<file path="src/hdl/bfsp_pkg.sv">
package bfsp_pkg;

   // default sizes of the stores
   localparam int MAX_VERTICES_DEF = 64;
   localparam int MAX_EDGES_DEF    = 256;
   localparam int WEIGHT_BITS_DEF  = 16;

   // transaction field widths
   localparam int VERTEX_FIELD_BITS = 6;
   localparam int WEIGHT_FIELD_BITS = 16;
   localparam int DIST_FIELD_BITS   = 22;
   localparam int COUNT_REG_BITS    = 7;

   // register port
   localparam int CSR_INDEX_BITS = 1;
   localparam int CSR_DATA_BITS  = 7;
   localparam logic [CSR_INDEX_BITS-1:0] CSR_VERTEX_COUNT  = 1'd0;
   localparam logic [CSR_INDEX_BITS-1:0] CSR_SOURCE_VERTEX = 1'd1;
   localparam logic [COUNT_REG_BITS-1:0]    VERTEX_COUNT_RESET  = 7'd64;
   localparam logic [VERTEX_FIELD_BITS-1:0] SOURCE_VERTEX_RESET = 6'd0;

   // saturation bounds of the distance field
   localparam int DIST_OUT_MAX = 2097151;
   localparam int DIST_OUT_MIN = -2097152;

   typedef enum logic [2:0] {
      ST_LOAD,
      ST_INIT,
      ST_RUN,
      ST_DRAIN,
      ST_OUT_RD,
      ST_OUT_LD,
      ST_OUT_WAIT
   } state_type;

   typedef struct packed {
      logic valid;
      logic check;
   } relax_ctl_type;

   typedef struct packed {
      logic busy;
      logic write;
      logic relaxed;
   } relax_stat_type;

   function automatic int addr_bits(input int depth);
      return (depth > 1) ? $clog2(depth) : 1;
   endfunction

   // wide enough that no distance can wrap during a run
   function automatic int dist_bits(input int max_vertices, input int max_edges,
                                    input int weight_bits);
      return weight_bits + $clog2(max_vertices) + $clog2(max_edges + 1) + 2;
   endfunction

endpackage

</file>
<file path="src/hdl/bfsp_relax.sv">
module bfsp_relax #(
   parameter int MAX_VERTICES = bfsp_pkg::MAX_VERTICES_DEF,
   parameter int WEIGHT_BITS  = bfsp_pkg::WEIGHT_BITS_DEF,
   parameter int DIST_BITS    = bfsp_pkg::dist_bits(bfsp_pkg::MAX_VERTICES_DEF,
                                                    bfsp_pkg::MAX_EDGES_DEF,
                                                    bfsp_pkg::WEIGHT_BITS_DEF)
) (
   input  logic                                          clock,
   input  logic                                          reset,
   input  bfsp_pkg::relax_ctl_type                       s1_ctl,
   input  logic [bfsp_pkg::addr_bits(MAX_VERTICES)-1:0]  s1_tail,
   input  logic [bfsp_pkg::addr_bits(MAX_VERTICES)-1:0]  s1_head,
   input  logic [WEIGHT_BITS-1:0]                        s1_weight,
   input  logic [$clog2(MAX_VERTICES+1)-1:0]             vcount,
   input  logic                                          tail_reach,
   input  logic signed [DIST_BITS-1:0]                   tail_dist,
   input  logic                                          head_reach,
   input  logic signed [DIST_BITS-1:0]                   head_dist,
   output bfsp_pkg::relax_stat_type                      stat,
   output logic [bfsp_pkg::addr_bits(MAX_VERTICES)-1:0]  wr_addr,
   output logic signed [DIST_BITS-1:0]                   wr_dist
);

   localparam int VB = bfsp_pkg::addr_bits(MAX_VERTICES);
   localparam int CW = $clog2(MAX_VERTICES + 1);

   bfsp_pkg::relax_ctl_type     ctl_ff;
   logic [VB-1:0]               tail_ff;
   logic [VB-1:0]               head_ff;
   logic [WEIGHT_BITS-1:0]      weight_ff;
   logic                        in_range_ff;
   logic                        in_range_in;

   // last distance written, for the edge whose read overlapped that write
   logic                        fwd_valid_ff;
   logic [VB-1:0]               fwd_addr_ff;
   logic signed [DIST_BITS-1:0] fwd_dist_ff;

   logic                        t_reach;
   logic signed [DIST_BITS-1:0] t_dist;
   logic                        h_reach;
   logic signed [DIST_BITS-1:0] h_dist;
   logic signed [DIST_BITS-1:0] cand;
   logic                        hit;

   assign in_range_in = (CW'(s1_tail) < vcount) && (CW'(s1_head) < vcount);

   always_ff @(posedge clock) begin
      if (reset) begin
         ctl_ff       <= '0;
         fwd_valid_ff <= 1'b0;
      end else begin
         ctl_ff       <= s1_ctl;
         fwd_valid_ff <= stat.write;
      end
      tail_ff     <= s1_tail;
      head_ff     <= s1_head;
      weight_ff   <= s1_weight;
      in_range_ff <= in_range_in;
      fwd_addr_ff <= wr_addr;
      fwd_dist_ff <= wr_dist;
   end

   always_comb begin
      t_reach = tail_reach;
      t_dist  = tail_dist;
      h_reach = head_reach;
      h_dist  = head_dist;
      if (fwd_valid_ff && (fwd_addr_ff == tail_ff)) begin
         t_reach = 1'b1;
         t_dist  = fwd_dist_ff;
      end
      if (fwd_valid_ff && (fwd_addr_ff == head_ff)) begin
         h_reach = 1'b1;
         h_dist  = fwd_dist_ff;
      end
      cand = t_dist + DIST_BITS'($signed(weight_ff));
      hit  = ctl_ff.valid && in_range_ff && t_reach && (!h_reach || (cand < h_dist));
   end

   assign stat.busy    = ctl_ff.valid;
   assign stat.write   = hit && !ctl_ff.check;
   assign stat.relaxed = hit && ctl_ff.check;
   assign wr_addr      = head_ff;
   assign wr_dist      = cand;

endmodule

</file>
<file path="config.mk">
export PLATFORM = sky130hd
export DESIGN_NAME = bfsp_relax
export DESIGN_NICKNAME = d
export VERILOG_FILES = /design/src/hdl/bfsp_pkg.sv /design/src/hdl/bfsp_relax.sv
export SDC_FILE = /design/constraint.sdc
export NUM_CORES = 1
export LEC_CHECK = 0
export BUFFER_PORTS_ARGS = -buffer_cell sky130_fd_sc_hd__clkbuf_2
export CAP_MARGIN = 25
export CORE_MARGIN = 2
export CORE_UTILIZATION = 57
export DETAILED_ROUTE_END_ITERATION = 10
export PLACE_DENSITY = 0.84
export SYNTH_ARGS = -nofsm -noshare
export SYNTH_HDL_FRONTEND = slang
export SYNTH_SLANG_ARGS = --single-unit
</file>
<file path="constraint.sdc">
create_clock -name clock -period 11.8 [get_ports clock]
set_clock_uncertainty 0.1 [all_clocks]
set_input_delay 0 -clock clock [delete_from_list [all_inputs] [get_ports clock]]
set_output_delay 0 -clock clock [all_outputs]
set_load 0.02 [all_outputs]
</file>
==> results_tabular.tex, run 1 <==
\begin{tabular}{lr}
\hline
Metric & Value \\
\hline
\multicolumn{2}{l}{\textbf{Power and ir drop}} \\
Maximum VDD drop & 0.0753 mV \\
Total power density per cell area & 122 nW/um\^{}2 \\
Reported leakage power & 3.01 nW \\
\multicolumn{2}{l}{\textbf{Detailed routing}} \\
ANT nets after route & 0 \\
DRT Wirelength & 14300 microns \\
Total iterations of the first detailed-routing run & 4 \\
Routed wl met3 & 853 microns \\
Detailed-route DRC error count & 0 \\
Number of vias per cell & 5.78 \\
Total number of vias & 4686 \\
Highest routing layer actually used & met4 \\
WL/cell & 17.6 microns \\
Starting DRT DRC Count & 211 \\
Routed wl met2 & 7130 microns \\
Wl on met1 & 5950 microns \\
\multicolumn{2}{l}{\textbf{Yosys}} \\
Synthesized Nets & 695 \\
Synthesis Warnings & 0 \\
Async set-reset flop share out of synthesis & 0\% \\
Sequential share of the synthesized area & 28.3\% \\
Biggest area contributors in the synthesized netlist & sky130\_fd\_sc\_hd\_\_dfxtp\_1, sky130\_fd\_sc\_hd\_\_ha\_1, sky130\_fd\_sc\_hd\_\_mux2\_2 \\
Share of synthesized cell area in full adder, half adder and majority cells & 18.8\% \\
Post-Synth XOR/XNOR Area & 7.67\% \\
Cell type contributing the most total cell area after synthesis & sky130\_fd\_sc\_hd\_\_dfxtp\_1 \\
Average cell area after synthesis & 9.79 sq um \\
Dominant register cell in the synthesized netlist & sky130\_fd\_sc\_hd\_\_dfxtp\_1 \\
Main combinational cell family by area after synthesis & adder cells \\
Netlist cell types & 66 \\
Yosys top cell area share & 28.3\% \\
Compound-gate portion of the synthesized area & 18.0\% \\
Multiplexer share of the synthesized area & 14.1\% \\
Count of state elements after synthesis & 71 \\
EDFF count, synth & 0 \\
Synthesized instance count & 513 \\
Netlist area before placement & 5020 sq um \\
Share of synthesized cell area in and, or, nand and nor gates & 11.0\% \\
\multicolumn{2}{l}{\textbf{Clocking}} \\
CTS root buffer & sky130\_fd\_sc\_hd\_\_clkbuf\_8 \\
Deepest clock path buffer count & 2 \\
Clock transition at the registers of the reported paths & 100 ps \\
Depth of the CTS H-tree & 3 \\
CTS sink count & 71 \\
Worst skew pair latency & 360 ps \\
Num CTS Buffers & 9 \\
Number of buffers inserted by post-CTS setup repair & 0 \\
TritonCTS clock tree & done \\
\multicolumn{2}{l}{\textbf{Run}} \\
Max-capacitance violation count & 0 \\
\multicolumn{2}{l}{\textbf{GRT}} \\
Vias in the first global route & 4904 \\
Gr ovfl total & 0 \\
Global-route wire length before repair & 23500 microns \\
Total track usage & 30.3\% \\
Largest net degree at the start of global routing & 34 \\
Number of antenna violations at the first check in global routing & 0 \\
\multicolumn{2}{l}{\textbf{Timing}} \\
Final clock period utilization by the worst path & 50.7\% \\
Tightest Pin Transition & 882 ps \\
Final Slew Violations & 0 \\
Unrepaired setup endpoints after global routing & false \\
Normalized max-slew margin & 41.1\% \\
Hold violation count in the final report & 0 \\
Upper clock frequency limit & 167 MHz \\
Final worst path period need & 5980 ps \\
Min Hold Slack & 10.7 ps \\
Sum Neg Setup Slack & 0 ps \\
Final Setup Violations & 0 \\
\multicolumn{2}{l}{\textbf{Cells and area}} \\
Proportion of layout cells with a drive suffix above 1 & 30.7\% \\
Count of nets after finishing & 880 \\
Relative area change from synthesis to final layout & 27.5\% \\
Antenna cell count & 0 \\
\multicolumn{2}{l}{\textbf{Run status}} \\
Status & complete, no violations \\
\multicolumn{2}{l}{\textbf{Floorplanning}} \\
Die boundary width & 97.9 microns \\
Chip Height & 97.9 microns \\
Boundary Pins & 149 \\
Row Count & 34 \\
Area of the die & 9580 sq um \\
Placeable core area & 8640 sq um \\
Initial Util & 58.2\% \\
\multicolumn{2}{l}{\textbf{Critical path}} \\
Longest individual stage delay on the worst path & 460 ps \\
Kind of end point of the critical path & primary output \\
Type of element launching the critical path & flop \\
Ordered cell list for the critical path & xnor2\_1 -> nand4\_1 -> nor4\_4 -> buf\_4 -> mux2\_2 -> ha\_1 -> o21ai\_1 -> o211ai\_1 -> nand3\_1 -> o41ai\_4 -> a31oi\_1 -> o311ai\_2 -> xor2\_1 -> ha\_1 -> nand4\_1 -> nor2\_1 -> o211ai\_1 -> o211ai\_1 -> mux2i\_1 -> nor2\_1 -> and3\_1 -> clkbuf\_2 \\
Slowest cell on the critical path & sky130\_fd\_sc\_hd\_\_buf\_4 \\
WP data arrival & 5880 ps \\
Crit path kind & flop to primary output \\
Cell repeated most along the worst path & sky130\_fd\_sc\_hd\_\_o211ai\_1 \\
Required time of the critical path & 11700 ps \\
Largest driver fanout on the critical path & 33 \\
\multicolumn{2}{l}{\textbf{Placement}} \\
Sum of net half-perimeters after detailed placement & 10800 microns \\
Count of buffers inserted at the top-level ports & 148 \\
Gpl congestion & 0.910 \\
\multicolumn{2}{l}{\textbf{Min path}} \\
Min-Delay Path Class & input pin to flop \\
\hline
\end{tabular}
==> routing by layer <==
| layer | vias up | track usage (%) |
|---|---|---|
| met2 | 164 | 54.0 |
| li1 | 2282 | - |
| met3 | 36 | 7.09 |
| met1 | 2204 | 35.6 |
| met4 | 0 | 10.3 |
| met5 | - | 0 |
==> worst max-delay path, delay by kind of cell, from the launching register on <==
| kind | cells | cell delay, ps |
|---|---|---|
| AO/OA/AOI/OAI | 7 | 1590 |
| XOR/XNOR | 2 | 310 |
| adder cells (fa/ha/maj) | 2 | 710 |
| buffers and inverters | 2 | 620 |
| flip-flops | 1 | 370 |
| multiplexers | 2 | 750 |
| AND/OR/NAND/NOR | 7 | 1160 |
==> path summary, 6_finish.rpt <==
path,start,to,slack [ps],depth (start not counted)
setup reg to reg,fwd_addr_ff[2],fwd_valid_ff,6210,21
hold / removal,tail_dist[0],fwd_dist_ff[0],10,3
hold reg to reg,wr_addr[5],fwd_addr_ff[5],280,0
setup / recovery,fwd_addr_ff[2],stat[1],5820,22
==> per-stage QoR <==
stage | util (%) | total power [mW] | instances | setup slack (ps) | area (sq um)
finish | 74.2 | 0.784 | 811 | 5820 | 6400
global route | 74.2 | 0.826 | 811 | 5390 | 6400
CTS | 74.2 | 0.781 | 811 | 5880 | 6400
detailed placement | 68.2 | 0.582 | 762 | 6350 | 5890
global placement | 68.2 | 0.572 | 762 | 6420 | 5890
floorplan | - | 0.488 | 513 | 6330 | 5020
==> logic make-up after synthesis <==
logic type | count (synthesis)
compound gates | 123
xor+xnor | 44
fa+ha+maj | 75
buf+inv | 25
flops | 71
mux | 67
simple gates | 108
==> synth_stat cells (4+ instances only) <==
master,number
sky130_fd_sc_hd__nand4_1,10
sky130_fd_sc_hd__mux2_2,32
sky130_fd_sc_hd__ha_1,74
sky130_fd_sc_hd__nand3_1,7
sky130_fd_sc_hd__o21a_1,4
sky130_fd_sc_hd__and3_1,5
sky130_fd_sc_hd__o211ai_1,6
sky130_fd_sc_hd__dfxtp_1,71
sky130_fd_sc_hd__nand2b_1,7
sky130_fd_sc_hd__nor2b_1,9
sky130_fd_sc_hd__inv_1,15
sky130_fd_sc_hd__a21oi_1,33
sky130_fd_sc_hd__xor2_1,15
sky130_fd_sc_hd__a21o_1,24
sky130_fd_sc_hd__o21bai_1,4
sky130_fd_sc_hd__o21ai_0,15
sky130_fd_sc_hd__nor3_1,6
sky130_fd_sc_hd__clkbuf_1,5
sky130_fd_sc_hd__mux2i_1,35
sky130_fd_sc_hd__nor2_1,29
sky130_fd_sc_hd__nand2_1,22
sky130_fd_sc_hd__xnor2_1,29
==> layout by cell type (no fill, tap or decap), types with 3 or more instances in the layout <==
master | netlist | routed
sky130_fd_sc_hd__ha_1 | 74 | 74
sky130_fd_sc_hd__nand3_1 | 7 | 7
sky130_fd_sc_hd__mux2_2 | 32 | 32
sky130_fd_sc_hd__xnor2_1 | 29 | 29
sky130_fd_sc_hd__clkbuf_8 | 0 | 9
sky130_fd_sc_hd__nor2b_1 | 9 | 9
sky130_fd_sc_hd__buf_4 | 1 | 3
sky130_fd_sc_hd__xor2_1 | 15 | 15
sky130_fd_sc_hd__a21o_1 | 24 | 24
sky130_fd_sc_hd__o21bai_1 | 4 | 4
sky130_fd_sc_hd__mux2i_1 | 35 | 35
sky130_fd_sc_hd__dfxtp_1 | 71 | 71
sky130_fd_sc_hd__inv_1 | 15 | 15
sky130_fd_sc_hd__nor3_1 | 6 | 6
sky130_fd_sc_hd__o211ai_1 | 6 | 6
sky130_fd_sc_hd__o21a_1 | 4 | 4
sky130_fd_sc_hd__nand2_1 | 22 | 22
sky130_fd_sc_hd__clkinvlp_4 | 0 | 3
sky130_fd_sc_hd__o21ai_0 | 15 | 15
sky130_fd_sc_hd__nor2_1 | 29 | 29
sky130_fd_sc_hd__a21oi_1 | 33 | 33
sky130_fd_sc_hd__dlygate4sd3_1 | 0 | 33
sky130_fd_sc_hd__clkbuf_2 | 0 | 148
sky130_fd_sc_hd__a211oi_1 | 3 | 3
sky130_fd_sc_hd__o21ai_1 | 3 | 3
sky130_fd_sc_hd__and3_1 | 5 | 5
sky130_fd_sc_hd__nand4_1 | 10 | 10
sky130_fd_sc_hd__nand2b_1 | 7 | 7
==> where the power goes <==
part,total (mW),internal (mW),switching [mW]
clock network,0.193,0.0807,0.112
registers,0.290,0.273,0.0180
logic,0.301,0.127,0.174
total,0.784,0.480,0.304
==> timing repair <==
item                      CTS  global route
hold buffers               33             0
gates resized for setup     0             0
hold endpoints to repair   32             0
==> sequential cells by signal, summed over array words and instances (netlist names) <==
register	flops
fwd_dist_ff	33
weight_ff	16
fwd_addr_ff	6
tail_ff	6
wr_addr	6
ctl_ff	1
fwd_valid_ff	1
in_range_ff	1
stat	1
==> final cells by class <==
type | count | area (sq um)
inverter | 15 | 56.3
fill | 631 | 2230
tap | 108 | 135
sequential | 71 | 1420
multi-input combinational | 417 | 3510
clock buffer | 9 | 124
clock inverter | 7 | 62.6
timing repair buffer | 184 | 1090
No activity file was read; power rests on OpenSTA's default activity.
==> run 2: changes to the inputs <==
CORE_UTILIZATION = 48   (was 57)
PLACE_DENSITY = 0.75   (was 0.84)
clock period = 4.9 ns   (was 11.8 ns; I/O delays follow)
==> run 2 against run 1 <==
  * The run now ends with negative setup slack left
  * Final cell count up 18%
  * Non-clock buffer count rose by 114
  * Design area increased by 23%
  * Setup slack got worse by 6400 ps
  * Combinational power increased to 3.3 times the previous value
  * Wire length increased by 9.5%
  * Die area rose by 18%
  * Global-route usage shrank 2.1 points
  * Sequential power is 140% higher
==> results_tabular.tex, run 2 (same netlist as run 1, synthesis figures left out) <==
\begin{tabular}{lr}
\hline
Metric & Value \\
\hline
\multicolumn{2}{l}{\textbf{Cells and area}} \\
Top library cells by usage in the layout, fill and taps aside & sky130\_fd\_sc\_hd\_\_clkbuf\_2, sky130\_fd\_sc\_hd\_\_buf\_4, sky130\_fd\_sc\_hd\_\_dfxtp\_1 \\
Antenna cell count & 0 (unchanged) \\
Max reg flops & 33 (unchanged) \\
Proportion of layout cells with a drive suffix above 1 & 48.0\% (+17 points) \\
Final std cell area, no fill & 7900 sq um (+23\%) \\
Relative area change from synthesis to final layout & 57.2\% \\
Commonest non-fill, non-tap cell in the layout & sky130\_fd\_sc\_hd\_\_clkbuf\_2 \\
Count of nets after finishing & 994 (+13\%) \\
Registers with the most flip-flops & fwd\_dist\_ff (33), weight\_ff (16) \\
Most flop-heavy register & fwd\_dist\_ff \\
Filler cell count & 689 (+9.2\%) \\
\multicolumn{2}{l}{\textbf{Run status}} \\
Violations in the final reports & negative setup slack \\
Status & finished, violations left \\
\multicolumn{2}{l}{\textbf{Detailed routing}} \\
Routed wl met3 & 691 microns (-19\%) \\
Detailed-route DRC error count & 0 (unchanged) \\
Starting DRT DRC Count & 145 (-31\%) \\
Total number of vias & 5074 (+8.3\%) \\
WL/cell & 16.4 microns (-6.8\%) \\
Wl on met1 & 6490 microns (+9.1\%) \\
Routed wl met2 & 8100 microns (+14\%) \\
ANT nets after route & 0 (unchanged) \\
Number of vias per cell & 5.32 (-7.9\%) \\
Total iterations of the first detailed-routing run & 5 (+1) \\
Highest routing layer actually used & met4 \\
DRT Wirelength & 15700 microns (+9.5\%) \\
\multicolumn{2}{l}{\textbf{Critical path}} \\
Number of buffers and inverters on the critical path & 6 (+4) \\
Top delay family on crit path & compound AO/OA/AOI/OAI gates \\
Kind of end point of the critical path & primary output \\
Slowest cell on the critical path & sky130\_fd\_sc\_hd\_\_dfxtp\_2 \\
Critical path startpoint & tail\_ff[2] \\
Longest individual stage delay on the worst path & 340 ps (-120 ps) \\
Crit path kind & flop to primary output \\
Largest driver fanout on the critical path & 7 (-79\%) \\
R2R cell count & 24 (+14\%) \\
Required time of the critical path & 4800 ps (-6900 ps) \\
Type of element launching the critical path & flop \\
Worst R2R Start & tail\_ff[2] \\
WP data arrival & 5330 ps (-550 ps) \\
Cell repeated most along the worst path & sky130\_fd\_sc\_hd\_\_buf\_6 \\
Slack of the worst reg-to-reg path & -160 ps (-6370 ps) \\
Capture point of the worst path & stat[1] \\
Stages on the worst setup path & 25 (+14\%) \\
Endpoint of the worst register-to-register path & fwd\_valid\_ff \\
\multicolumn{2}{l}{\textbf{Clocking}} \\
Worst skew pair latency & 380 ps (+20 ps) \\
Clock transition at the registers of the reported paths & 90 ps (about the same) \\
TritonCTS clock tree & done \\
CTS sink count & 71 (unchanged) \\
Depth of the CTS H-tree & 3 (unchanged) \\
Deepest clock path buffer count & 2 (unchanged) \\
Num CTS Buffers & 9 (unchanged) \\
CTS root buffer & sky130\_fd\_sc\_hd\_\_clkbuf\_8 \\
\multicolumn{2}{l}{\textbf{GRT}} \\
Vias in the first global route & 5414 (+10\%) \\
Global-route wire length before repair & 25300 microns (+7.7\%) \\
Largest net degree at the start of global routing & 37 (+8.8\%) \\
Gr ovfl total & 0 (unchanged) \\
Number of antenna violations at the first check in global routing & 0 (unchanged) \\
Total track usage & 28.2\% (-2.1 points) \\
\multicolumn{2}{l}{\textbf{Timing}} \\
Unrepaired setup endpoints after global routing & true \\
Hold violation count in the final report & 0 (unchanged) \\
Final Setup Violations & 3 (+3) \\
Final Slew Violations & 0 (unchanged) \\
Tightest Pin Transition & 621 ps (-261 ps) \\
Sum Neg Setup Slack & -1210 ps (-1210 ps) \\
Upper clock frequency limit & 184 MHz \\
Final clock period utilization by the worst path & 111\% \\
Normalized max-slew margin & 58.5\% (+17 points) \\
Final worst path period need & 5430 ps \\
Worst Slack Setup Final & -535 ps (-6350 ps) \\
\multicolumn{2}{l}{\textbf{Placement}} \\
Standard cell area after detailed placement & 6750 sq um (+15\%) \\
Gpl congestion & 1.03 (+14\%) \\
Sum of net half-perimeters after detailed placement & 11200 microns (+4.2\%) \\
Count of buffers inserted at the top-level ports & 148 (unchanged) \\
\multicolumn{2}{l}{\textbf{Floorplanning}} \\
Die boundary width & 106 microns (+8.6\%) \\
Initial Util & 49.1\% (-9.1 points) \\
Area of the die & 11300 sq um (+18\%) \\
Placeable core area & 10200 sq um (+18\%) \\
Boundary Pins & 149 (unchanged) \\
Chip Height & 106 microns (+8.6\%) \\
Row Count & 37 (+8.8\%) \\
\multicolumn{2}{l}{\textbf{Power and ir drop}} \\
Maximum VDD drop & 0.210 mV (+180\%) \\
Total power density per cell area & 273 nW/um\^{}2 (+120\%) \\
Post-layout total power & 2.15 mW (+170\%) \\
Reported leakage power & 3.71 nW (+23\%) \\
\multicolumn{2}{l}{\textbf{Min path}} \\
Min-Delay Path Class & input pin to flop \\
\multicolumn{2}{l}{\textbf{Run}} \\
Max-capacitance violation count & 0 (unchanged) \\
\hline
\end{tabular}
run 2: changes by cell type in the layout (fill, tap and decap cells not counted), sizes merged:
cell,before,now
buf,3,116
dlygate4sd3,33,34
clkinvlp,3,1
clkinv,0,2
run 2: metrics by stage:
stage / utilization, % / setup slack, ps / instances / hold slack (ps)
floorplan: - / -111 / 513 / -72.3
global placement: 66.0 / -266 / 882 / 2.67
detailed placement: 66.0 / -411 / 882 / 4.79
CTS: 76.6 / -506 / 951 / 73.4
global route: 77.2 / -802 / 953 / 120
finish: 77.2 / -535 / 953 / 107
run 2: final cells by class:
| type | instances | area [sq um] | area share, % |
|---|---|---|---|
| Tap cell | 136 | 170 | 2.15 |
| Timing Repair Buffer | 298 | 2040 | 25.8 |
| Sequential cell | 71 | 1430 | 18.1 |
| Multi-Input combinational cell | 417 | 4020 | 50.9 |
| Clock inverter | 7 | 65.1 | 0.824 |
| Clock buffer | 9 | 124 | 1.57 |
| Inverter | 15 | 56.3 | 0.713 |
run 2: how the worst min path moves through the flow:
stage,depth (start not counted),startpoint,endpoint
final,5,vcount[5],in_range_ff
after CTS,5,vcount[5],in_range_ff
after global placement,1,s1_weight[3],weight_ff[3]
after floorplan,0,s1_tail[0],tail_ff[0]
after global routing,4,tail_dist[2],fwd_dist_ff[2]
after detailed placement,1,s1_weight[15],weight_ff[15]
run 2: timing repair:
action | 4_1_cts | 5_1_grt
hold buffers | 34 | 0
setup buffers | 18 | 3
pin swaps | 47 | 32
setup endpoints to repair | 3 | 3
gates cloned | 1 | 0
gates resized for setup | 65 | 13
endpoints found under the hold margin | 33 | 0
run 2: worst register-to-register path: stages, from the launching register on:
cell and delay [ps]:
sky130_fd_sc_hd__dfxtp_2 340, sky130_fd_sc_hd__xnor2_2 160, sky130_fd_sc_hd__nand4_1 140, sky130_fd_sc_hd__nor4_4 240, sky130_fd_sc_hd__buf_6 160, sky130_fd_sc_hd__buf_12 130, sky130_fd_sc_hd__buf_6 110, sky130_fd_sc_hd__mux2_4 300
sky130_fd_sc_hd__ha_4 220, sky130_fd_sc_hd__a211oi_2 200, sky130_fd_sc_hd__nor2_1 90, sky130_fd_sc_hd__o41a_1 320, sky130_fd_sc_hd__a31o_4 240, sky130_fd_sc_hd__a21oi_4 190, sky130_fd_sc_hd__buf_6 140, sky130_fd_sc_hd__o31ai_4 60
sky130_fd_sc_hd__buf_4 160, sky130_fd_sc_hd__xnor2_1 160, sky130_fd_sc_hd__ha_1 340, sky130_fd_sc_hd__nand4_1 140, sky130_fd_sc_hd__o21a_1 220, sky130_fd_sc_hd__o211ai_1 230, sky130_fd_sc_hd__mux2i_2 290, sky130_fd_sc_hd__nor2_2 70
sky130_fd_sc_hd__and4b_1 190
run 2: per-layer routing:
metal / track usage (%) / vias up
met5: 0 / -
met4: 9.87 / 0
met3: 4.90 / 25
met2: 53.2 / 135
met1: 31.6 / 2402
li1: - / 2512
run 2: power breakdown:
group | switching (mW) | total (mW) | internal, mW | leakage (nW)
clock network | 0.273 | 0.469 | 0.196 | 0.0943
logic | 0.492 | 0.982 | 0.490 | 3.02
registers | 0.0448 | 0.701 | 0.657 | 0.599
total | 0.810 | 2.15 | 1.34 | 3.71
==> run 3: changes to the inputs <==
ABC_AREA = 1   (was unset)
PLACE_DENSITY = 0.74   (was 0.75)
==> run 3 against run 2 <==
  * The flow still finishes with violations (negative setup slack)
  * Fmax increased by 11%
  * Sequential share of layout area hardly changed
  * Wire length rose by 9.8%
  * Clock power grew 2%
  * Synthesized cell count rose by 48%
  * First-iteration DRC count up 140%
  * Design area about the same
  * Largest power group unchanged
==> results_tabular.tex, run 3 <==
\begin{tabular}{lr}
\hline
Metric & Value \\
\hline
\multicolumn{2}{l}{\textbf{Yosys}} \\
Synthesized instance count & 757 (+48\%) \\
EDFF count, synth & 0 (unchanged) \\
Netlist cell types & 36 (-45\%) \\
List of most frequent post-synthesis cells & sky130\_fd\_sc\_hd\_\_nand2\_1, sky130\_fd\_sc\_hd\_\_inv\_1, sky130\_fd\_sc\_hd\_\_ha\_1 \\
Biggest area contributors in the synthesized netlist & sky130\_fd\_sc\_hd\_\_dfxtp\_1, sky130\_fd\_sc\_hd\_\_ha\_1, sky130\_fd\_sc\_hd\_\_nand2\_1 \\
Dominant register cell in the synthesized netlist & sky130\_fd\_sc\_hd\_\_dfxtp\_1 \\
Cell type contributing the most total cell area after synthesis & sky130\_fd\_sc\_hd\_\_dfxtp\_1 \\
Async set-reset flop share out of synthesis & 0\% (unchanged) \\
Synthesized Nets & 939 (+35\%) \\
Netlist area before placement & 5340 sq um (+6.3\%) \\
Sequential share of the synthesized area & 26.6\% (-1.7 points) \\
Synthesis Warnings & 0 (unchanged) \\
Count leader, synth & sky130\_fd\_sc\_hd\_\_nand2\_1 \\
Yosys top cell area share & 26.6\% (-1.7 points) \\
Average cell area after synthesis & 7.05 sq um (-28\%) \\
Count of state elements after synthesis & 71 (unchanged) \\
\multicolumn{2}{l}{\textbf{Timing}} \\
Min Hold Slack & 47.6 ps (-59.4 ps) \\
Final worst path period need & 4910 ps (-524 ps) \\
Sum Neg Setup Slack & -10.8 ps (+1190 ps) \\
Final Slew Violations & 0 (unchanged) \\
Final clock period utilization by the worst path & 100\% (-11 points) \\
Tightest Pin Transition & 970 ps (+349 ps) \\
Normalized max-slew margin & 35.3\% (-23 points) \\
Upper clock frequency limit & 204 MHz (+11\%) \\
Final Setup Violations & 1 (-2) \\
Hold violation count in the final report & 0 (unchanged) \\
Worst Slack Setup Final & -10.8 ps (+524 ps) \\
Unrepaired setup endpoints after global routing & true \\
\multicolumn{2}{l}{\textbf{Cells and area}} \\
Share of the core filled with cells & 72.8\% (-4.4 points) \\
Max reg flops & 33 (unchanged) \\
Antenna cell count & 0 (unchanged) \\
Count of nets after finishing & 1163 (+17\%) \\
Post-layout instance count excluding filler cells & 1126 (+18\%) \\
Proportion of layout cells with a drive suffix above 1 & 35.1\% (-13 points) \\
Registers with the most flip-flops & fwd\_dist\_ff (33), weight\_ff (16) \\
Top library cells by usage in the layout, fill and taps aside & sky130\_fd\_sc\_hd\_\_nand2\_1, sky130\_fd\_sc\_hd\_\_clkbuf\_2, sky130\_fd\_sc\_hd\_\_inv\_1 \\
Relative area change from synthesis to final layout & 47.9\% \\
Commonest non-fill, non-tap cell in the layout & sky130\_fd\_sc\_hd\_\_nand2\_1 \\
Most flop-heavy register & fwd\_dist\_ff \\
\multicolumn{2}{l}{\textbf{Power and ir drop}} \\
Total power density per cell area & 263 nW/um\^{}2 (-3.4\%) \\
Reported leakage power & 4.21 nW (+13\%) \\
Maximum VDD drop & 0.247 mV (+17\%) \\
\multicolumn{2}{l}{\textbf{Critical path}} \\
WP data arrival & 4810 ps (-520 ps) \\
Largest driver fanout on the critical path & 5 (-2) \\
Crit path kind & flop to primary output \\
Cell repeated most along the worst path & sky130\_fd\_sc\_hd\_\_nand2\_1 \\
Type of element launching the critical path & flop \\
Slowest cell on the critical path & sky130\_fd\_sc\_hd\_\_dfxtp\_1 \\
Required time of the critical path & 4800 ps (about the same) \\
Kind of end point of the critical path & primary output \\
Longest individual stage delay on the worst path & 330 ps (about the same) \\
\multicolumn{2}{l}{\textbf{Detailed routing}} \\
Number of vias per cell & 5.19 (-2.6\%) \\
WL/cell & 15.3 microns (-7.1\%) \\
Detailed-route DRC error count & 0 (unchanged) \\
ANT nets after route & 0 (unchanged) \\
Starting DRT DRC Count & 352 (+140\%) \\
Total iterations of the first detailed-routing run & 5 (unchanged) \\
DRT Wirelength & 17200 microns (+9.8\%) \\
Total number of vias & 5840 (+15\%) \\
\multicolumn{2}{l}{\textbf{Floorplanning}} \\
Chip Height & 109 microns (+3.0\%) \\
Initial Util & 49.3\% (+0.15 points) \\
Die boundary width & 109 microns (+3.0\%) \\
Area of the die & 12000 sq um (+6.0\%) \\
Boundary Pins & 149 (unchanged) \\
Placeable core area & 10800 sq um (+6.0\%) \\
Row Count & 38 (+2.7\%) \\
\multicolumn{2}{l}{\textbf{Clocking}} \\
Deepest clock path buffer count & 2 (unchanged) \\
Num CTS Buffers & 9 (unchanged) \\
Depth of the CTS H-tree & 3 (unchanged) \\
CTS sink count & 71 (unchanged) \\
TritonCTS clock tree & done \\
Clock transition at the registers of the reported paths & 90 ps (about the same) \\
CTS root buffer & sky130\_fd\_sc\_hd\_\_clkbuf\_8 \\
Worst skew pair latency & 370 ps (about the same) \\
\multicolumn{2}{l}{\textbf{Placement}} \\
Sum of net half-perimeters after detailed placement & 11600 microns (+2.7\%) \\
Instance count after placement with tap cells included & 1040 (+18\%) \\
Post-placement worst setup slack & 257 ps (+668 ps) \\
Gpl congestion & 0.961 (-7.2\%) \\
Count of buffers inserted at the top-level ports & 148 (unchanged) \\
\multicolumn{2}{l}{\textbf{Run status}} \\
Violations in the final reports & negative setup slack \\
Status & finished, violations left \\
\multicolumn{2}{l}{\textbf{GRT}} \\
Total track usage & 25.0\% (-3.2 points) \\
Global-route wire length before repair & 23700 microns (-6.6\%) \\
Number of antenna violations at the first check in global routing & 0 (unchanged) \\
Gr ovfl total & 0 (unchanged) \\
Vias in the first global route & 5182 (-4.3\%) \\
Largest net degree at the start of global routing & 28 (-24\%) \\
\multicolumn{2}{l}{\textbf{Min path}} \\
Min-Delay Path Class & input pin to flop \\
\multicolumn{2}{l}{\textbf{Run}} \\
Max-capacitance violation count & 0 (unchanged) \\
\hline
\end{tabular}
run 3: cell count changes in the layout (fill, tap and decap cells not counted), moves of 9 or more:
cell | before | now
sky130_fd_sc_hd__xnor2_1 | 23 | 7
sky130_fd_sc_hd__buf_4 | 107 | 29
sky130_fd_sc_hd__nor2_1 | 26 | 45
sky130_fd_sc_hd__a21oi_1 | 21 | 36
sky130_fd_sc_hd__a21o_1 | 24 | 7
sky130_fd_sc_hd__nor2b_1 | 9 | 0
sky130_fd_sc_hd__nand2_1 | 21 | 189
sky130_fd_sc_hd__nand2_2 | 1 | 31
sky130_fd_sc_hd__inv_1 | 15 | 92
sky130_fd_sc_hd__nand3_1 | 5 | 15
sky130_fd_sc_hd__mux2_2 | 24 | 0
run 3: logic make-up (layout without fill, tap and decap cells):
| family | count (synthesis) | count (layout) | share of synthesized area (%) |
|---|---|---|---|
| simple gates | 326 | 327 | 24.2 |
| compound gates | 122 | 122 | 13.6 |
| buf+inv | 105 | 333 | 7.68 |
| fa+ha+maj | 75 | 75 | 17.7 |
| flops | 71 | 71 | 26.6 |
| xor+xnor | 30 | 30 | 4.92 |
| mux | 28 | 28 | 5.25 |
run 3: final cells by class:
class | count | area [sq um]
clock inverter | 7 | 68.8
multi-input combinational | 582 | 4240
inverter | 94 | 358
tap | 140 | 175
timing repair buffer | 223 | 1510
sequential | 71 | 1430
clock buffer | 9 | 124
fill | 810 | 2940
run 3: path summary, 6_finish.rpt:
kind | cells past startpoint | end | slack, ps | from
setup reg to reg | 31 | fwd_valid_ff | 440 | fwd_addr_ff[3]
setup / recovery | 32 | stat[0] | -10 | fwd_addr_ff[3]
hold reg to reg | 0 | fwd_addr_ff[4] | 280 | wr_addr[4]
hold / removal | 5 | fwd_dist_ff[4] | 50 | tail_dist[4]
run 3: repair_timing:
item	4_1_cts	5_1_grt
setup endpoints to repair	2	3
pin swaps	4	58
cloned	0	5
setup buffers	4	24
hold buffers	37	0
endpoints found under the hold margin	33	0
resized for setup	4	191
run 3: stage by stage:
| step | power, mW | area, sq um |
|---|---|---|
| after floorplan | 1.18 | 5340 |
| after global placement | 1.40 | 6240 |
| after detailed placement | 1.40 | 6260 |
| after CTS | 1.91 | 6860 |
| after global routing | 2.20 | 7900 |
| final | 2.08 | 7900 |
run 3: power by group:
part	internal, mW	switching [mW]	total (mW)
clock	0.202	0.276	0.477
combinational	0.372	0.530	0.902
sequential	0.655	0.0432	0.699
total	1.23	0.849	2.08
run 3: worst max-delay path: cells and delay by family, from the launching register on:
family,cells,cell delay [ps]
buf+inv,6,750
flops,1,330
xor+xnor,1,150
fa+ha+maj,2,540
compound gates,2,210
simple gates,21,2390
run 3: metal layers:
metal	share of wire, %	vias up	global-route usage, %	routed length, microns
li1	-	2913	-	-
met1	43	2635	31.9	7300
met2	48	250	43.0	8250
met3	7.1	42	5.57	1220
met4	2.4	0	5.88	409
met5	0	-	0	0
